$ cat config.mk
export PLATFORM = sky130hd
export DESIGN_NAME = tcb_ctrl
export DESIGN_NICKNAME = d
export VERILOG_FILES = /design/src/sv/tcb_pkg.sv /design/src/sv/tcb_ctrl.sv
export VERILOG_INCLUDE_DIRS = /design/src /design/src/sv
export SDC_FILE = /design/constraint.sdc
export NUM_CORES = 1
export LEC_CHECK = 0
export BUFFER_PORTS_ARGS = -buffer_cell sky130_fd_sc_hd__buf_2
export CORE_MARGIN = 3
export CORE_UTILIZATION = 54
export CTS_CLUSTER_DIAMETER = 80
export DETAILED_ROUTE_END_ITERATION = 8
export PLACE_DENSITY = 0.82
export SLEW_MARGIN = 10
export SYNTH_ARGS = -nofsm -noshare
export SYNTH_HDL_FRONTEND = slang
export SYNTH_SLANG_ARGS = --single-unit
$ cat constraint.sdc
create_clock -name clk -period 6 [get_ports clk]
set_clock_uncertainty 0.2 [all_clocks]
set_input_delay 0.3 -clock clk [delete_from_list [all_inputs] [get_ports clk]]
set_output_delay 0.3 -clock clk [all_outputs]
set_load 0.01 [all_outputs]
$ cat src/sv/text_console_buffer_defines.svh
// Assertion macros shared by the console buffer modules.
// Each expects clk and rst_n in scope.
`ifndef TEXT_CONSOLE_BUFFER_DEFINES_SVH
`define TEXT_CONSOLE_BUFFER_DEFINES_SVH

// Condition holds at every edge out of reset.
`define TCB_CHECK(lbl, cond, msg) \
    lbl: assert property (@(posedge clk) disable iff (!rst_n) (cond)) \
        else $error(msg);

// Same-cycle implication.
`define TCB_CHECK_IMP(lbl, ante, cons, msg) \
    lbl: assert property (@(posedge clk) disable iff (!rst_n) (ante) |-> (cons)) \
        else $error(msg);

// Next-cycle implication.
`define TCB_CHECK_NXT(lbl, ante, cons, msg) \
    lbl: assert property (@(posedge clk) disable iff (!rst_n) (ante) |=> (cons)) \
        else $error(msg);

`endif

$ cat src/sv/tcb_pkg.sv
package tcb_pkg;

    // request codes
    localparam logic [2:0] REQ_PUT        = 3'd0;
    localparam logic [2:0] REQ_BACK       = 3'd1;
    localparam logic [2:0] REQ_CLEAR      = 3'd2;
    localparam logic [2:0] REQ_PAINT      = 3'd3;
    localparam logic [2:0] REQ_CLEAR_LINE = 3'd4;
    localparam logic [2:0] REQ_PAINT_LINE = 3'd5;
    localparam logic [2:0] REQ_READ       = 3'd6;

    localparam logic [7:0]  BLANK_CHAR   = 8'h20;
    localparam logic [7:0]  CLEAR_ATTR   = 8'h07;
    localparam logic [7:0]  NEWLINE_CHAR = 8'h0A;
    localparam logic [15:0] BLANK_CELL   = {CLEAR_ATTR, BLANK_CHAR};

    typedef struct packed {
        logic [2:0]  req_type;
        logic [7:0]  char_code;
        logic [7:0]  color;
        logic [4:0]  line_number;
        logic [10:0] cell_index;
    } req_t;

    typedef struct packed {
        logic [10:0] cursor_pos;
        logic [15:0] cell_value;
        logic        ignored;
    } rsp_t;

    // controller -> datapath
    typedef struct packed {
        logic idle;
        logic capture;
        logic exec;
        logic boot;
        logic fill_en;
        logic copy_en;
        logic bottom;
        logic read_cap;
        logic resp_load;
    } ctl_cmd_t;

    // datapath -> controller
    typedef struct packed {
        logic [2:0] req_type;
        logic       wrap;
        logic       line_ok;
        logic       idx_ok;
        logic       fill_last;
        logic       copy_last;
        logic       out_free;
    } dp_stat_t;

endpackage

$ cat src/sv/tcb_ctrl.sv
`include "text_console_buffer_defines.svh"

module tcb_ctrl (
    input  logic              clk,
    input  logic              rst_n,
    input  logic              req_valid,
    input  tcb_pkg::dp_stat_t st,
    output tcb_pkg::ctl_cmd_t cmd
);

    typedef enum logic [8:0] {
        S_BOOT  = 9'b000000001,
        S_CLEAR = 9'b000000010,
        S_IDLE  = 9'b000000100,
        S_EXEC  = 9'b000001000,
        S_COPY  = 9'b000010000,
        S_DRAIN = 9'b000100000,
        S_FILL  = 9'b001000000,
        S_READ  = 9'b010000000,
        S_RESP  = 9'b100000000
    } state_t;

    state_t state_reg;
    state_t state_next;

    always_ff @(posedge clk or negedge rst_n)
    begin
        if (!rst_n)
        begin
            state_reg <= S_BOOT;
        end
        else
        begin
            state_reg <= state_next;
        end
    end

    always_comb
    begin
        state_next = state_reg;
        cmd        = '0;
        case (state_reg)
            S_BOOT:
            begin
                cmd.boot   = 1'b1;
                state_next = S_CLEAR;
            end
            S_CLEAR:
            begin
                cmd.fill_en = 1'b1;
                if (st.fill_last)
                begin
                    state_next = S_IDLE;
                end
            end
            S_IDLE:
            begin
                cmd.idle    = 1'b1;
                cmd.capture = req_valid;
                if (req_valid)
                begin
                    state_next = S_EXEC;
                end
            end
            S_EXEC:
            begin
                cmd.exec   = 1'b1;
                state_next = S_RESP;
                case (st.req_type)
                    tcb_pkg::REQ_PUT:
                    begin
                        if (st.wrap)
                        begin
                            state_next = S_COPY;
                        end
                    end
                    tcb_pkg::REQ_CLEAR, tcb_pkg::REQ_PAINT:
                    begin
                        state_next = S_FILL;
                    end
                    tcb_pkg::REQ_CLEAR_LINE, tcb_pkg::REQ_PAINT_LINE:
                    begin
                        if (st.line_ok)
                        begin
                            state_next = S_FILL;
                        end
                    end
                    tcb_pkg::REQ_READ:
                    begin
                        if (st.idx_ok)
                        begin
                            state_next = S_READ;
                        end
                    end
                    default:
                    begin
                        state_next = S_RESP;
                    end
                endcase
                // commands with no store walk hand their word straight to the output when it is free
                if (state_next == S_RESP && st.out_free)
                begin
                    cmd.resp_load = 1'b1;
                    state_next    = S_IDLE;
                end
            end
            S_COPY:
            begin
                cmd.copy_en = 1'b1;
                if (st.copy_last)
                begin
                    state_next = S_DRAIN;
                end
            end
            S_DRAIN:
            begin
                cmd.bottom = 1'b1;
                state_next = S_FILL;
            end
            S_FILL:
            begin
                cmd.fill_en = 1'b1;
                if (st.fill_last)
                begin
                    state_next = S_RESP;
                end
            end
            S_READ:
            begin
                cmd.read_cap = 1'b1;
                state_next   = S_RESP;
                if (st.out_free)
                begin
                    cmd.resp_load = 1'b1;
                    state_next    = S_IDLE;
                end
            end
            S_RESP:
            begin
                if (st.out_free)
                begin
                    cmd.resp_load = 1'b1;
                    state_next    = S_IDLE;
                end
            end
            default:
            begin
                state_next = S_BOOT;
            end
        endcase
    end

    `TCB_CHECK_NXT(a_capture_exec, cmd.capture, state_reg == S_EXEC,
        "accepted word not executed next cycle")
    `TCB_CHECK_IMP(a_load_free, cmd.resp_load, st.out_free,
        "output register overwritten while full")
    `TCB_CHECK_IMP(a_ready_quiet, cmd.idle, !cmd.fill_en && !cmd.copy_en && !cmd.exec,
        "ready raised while store busy")

endmodule

==> reports/metrics.yaml <==
run_status: "finished clean"
ys_ff_latch: 9
grt_pass1_vias: 722
power.density_nw_per_um2: 315.1
filler_cell_count: 98
critical_path.slowest_cell: "sky130_fd_sc_hd__nor4_2"
syn_area_per_cell_um2: 8.500
layout_common_cells: "20 x sky130_fd_sc_hd__buf_2, 8 x sky130_fd_sc_hd__nor2_1, 8 x sky130_fd_sc_hd__dfrtp_1"
combinationalPowerShare_pct: 47.2
drv_cap: 0
critical_path.cell_chain: "nor4_2, and4b_1, nand3_1, a21boi_1, buf_2"
syn-cell-area_um2: 739.5
holdCritPathClass: "input port to flop"
number_of_unique_standard_cell_types_used_by_synthesis: 41
mappedNetlistNets: 99
mostFrequentLayoutCell: "sky130_fd_sc_hd__buf_2"
synth.yosys.warnings: 0
report.final.slew_viol_count: 0
dieWidth_um: 43.01
antenna_violations_before_repair: 0
clock_sink_count: 9
cts-root-buf: "sky130_fd_sc_hd__clkbuf_4"
global_route.overflow_total: 0
vias: 733
cts.path.max_buffers: 2
dr.pass1.iters: 4
p_leak_nw: 0.4190
boundaryPins: 21
fmaxAchievable_ghz: 0.3894
cp.arrival_ns: 2.07
finalWeightedCongestion: 0.8256
fp.coreArea_um2: 1186
drt_wl_total_um: 1734
critPathLaunchType: "flop"
timing.setup.critical_path_class: "flop to primary output"
wire_length_of_the_first_global_routing_pass_um: 3015
fp-row-count: 12
gr-usage-all-layers_pct: 21.04
max_ffs_per_register: 9
clkLatencyLatePin_ns: 0.25
dieHeight_um: 43.01
final_min_period_ns: 2.568
seqPwrFrac_pct: 36.0
clock_tree.htree_level_count: 1
largest_net_degree_at_the_start_of_global_routing: 11
synth_enable_flop_cells: 0
cp_max_fo: 6
routed_wire_length_per_instance_um: 14.21
tns_ns: 0
floorplan.initialDensity_pct: 62.34
cts_inserted_buffers: 3
tritoncts: "built"
synth_ff_type: "sky130_fd_sc_hd__dfrtp_1"
yosysTopAreaCellShare_pct: 27.07
final.period_utilization_pct: 42.80
finalNetCount: 121
setup_viol: 0
worst_setup_path_end_kind: "primary output"
post-cts-setup-buffers: 0
slowest_delay_ns: 0.56
drt.antenna.violating_nets: 0
antennaDiodeCount: 0
switchingPower_w: 0.0001103
p_int_w: 0.0001625
synth.yosys.seq_area_share_pct: 30.63
synthToLayoutAreaGrowth_pct: 17.09
clk_pin_slew_worst_paths_ns: 0.06
grt_setup_unrepaired: "no"
clkPwrFrac_pct: 16.9
slew_headroom_pct: 63.25
swShare_pct: 40.44
post_route_cells_drive_above_1_share_pct: 26.85
drc_errors: 0
synth_top_cells_by_area: "sky130_fd_sc_hd__dfrtp_1 27%, sky130_fd_sc_hd__nor2_1 4.1%, sky130_fd_sc_hd__dfstp_2 3.6%, sky130_fd_sc_hd__xor2_1 3.6%, sky130_fd_sc_hd__nand3_1 3.4%"
finalHoldWorstSlack_ns: 0.04489
port_buffers: 20
final_count_of_hold_timing_violations: 0
yosysTopAreaCell: "sky130_fd_sc_hd__dfrtp_1"
ir_worst_vdd_mv: 0.2440
routed_via_density: 6.008
synthArstFlopShare_pct: 100.0
die-area_um2: 1849
critPathRequiredTime_ns: 5.50
worst_slew_pin_slew_ns: 0.5467
rrSetupSlack_ns: 3.76
gate_count_of_the_mapped_netlist: 87
drt_iter0_markers: 14
hpwl_um: 1404
==> stage by stage <==
step                util (%)  cell area [µm²]  power [W]  std cells  setup WS [ns]
global placement       69.94            829.5  0.0002236        117          3.826
global route           73.00            865.8  0.0002967        122          3.264
finish                 73.00            865.8  0.0002728        122          3.432
CTS                    73.00            865.8  0.0002732        122          3.467
detailed placement     69.94            829.5  0.0002266        117          3.758
floorplan                  -            739.5  0.0001913         87          3.919
==> logic make-up (layout without fill, tap and decap cells) <==
logic type	count (synthesis)	in the layout	share of synthesized area (%)
AOI/OAI and AO/OA	19	19	18.27
xor gates and xnor gates	4	4	4.739
buffers and inverters	10	31	6.767
DFF	9	9	30.63
muxes	1	1	1.354
and+or+nand+nor	44	44	38.24
==> worst max-delay path, delay by kind of cell (launching register included) <==
kind / cells / cell delay (ns)
flip-flops: 1 / 0.44
AND/OR/NAND/NOR: 3 / 1.09
AO/OA/AOI/OAI: 1 / 0.15
buffers and inverters: 1 / 0.14
==> path summary, 6_finish.rpt <==
| path | start | end | cells after the start |
|---|---|---|---|
| min in group asynchronous | rst_n | state_reg[4] | 2 |
| max in group asynchronous | rst_n | state_reg[0] | 2 |
| hold reg to reg | state_reg[4] | state_reg[6] | 1 |
| setup reg to reg | state_reg[5] | state_reg[8] | 5 |
| hold / removal | st[6] | state_reg[7] | 2 |
| setup / recovery | state_reg[5] | cmd[0] | 5 |
==> area by class of cell <==
| type | instances | area [µm²] | area share, % |
|---|---|---|---|
| Clock buffer | 4 | 26.28 | 3.035 |
| Inverter | 6 | 22.52 | 2.601 |
| Multi-Input combinational cell | 68 | 462.9 | 53.47 |
| Sequential cell | 9 | 226.5 | 26.16 |
| Tap cell | 14 | 17.52 | 2.023 |
| Timing Repair Buffer | 21 | 110.1 | 12.72 |
==> cell usage after synthesis (2+ instances only) <==
master and n:
sky130_fd_sc_hd__nor3_1 4, sky130_fd_sc_hd__nor2_1 8, sky130_fd_sc_hd__inv_1 6, sky130_fd_sc_hd__nor2b_1 2, sky130_fd_sc_hd__and2_1 3, sky130_fd_sc_hd__a21o_1 2
sky130_fd_sc_hd__nand2_1 6, sky130_fd_sc_hd__dfrtp_1 8, sky130_fd_sc_hd__o211ai_1 2, sky130_fd_sc_hd__a21oi_1 3, sky130_fd_sc_hd__and4b_1 2, sky130_fd_sc_hd__nand4b_1 2
sky130_fd_sc_hd__o21ai_0 5, sky130_fd_sc_hd__xor2_1 3, sky130_fd_sc_hd__nand3_1 5
==> power groups by stage <==
| stage | clock (W) | sequential (W) | combinational (W) |
|---|---|---|---|
| after floorplan | 0 | 0.0000866 | 0.000105 |
| after global placement | 0 | 0.0000979 | 0.000126 |
| after detailed placement | 0 | 0.0000988 | 0.000128 |
| after CTS | 0.0000464 | 0.0000977 | 0.000129 |
| after global routing | 0.0000502 | 0.000101 | 0.000146 |
| final | 0.0000461 | 0.0000981 | 0.000129 |
==> repair_timing <==
action,CTS,global route
resized for setup,0,0
hold endpoints to repair,9,0
hold buffers,1,0
==> per-layer routing <==
layer	GRT usage (%)	vias up	routed length, µm
met2	37.72	21	887
met1	26.04	348	762
met3	3.814	0	84
li1	-	364	-
met5	0	-	0
met4	4.217	0	0
Power figures use the tool's default switching activity.
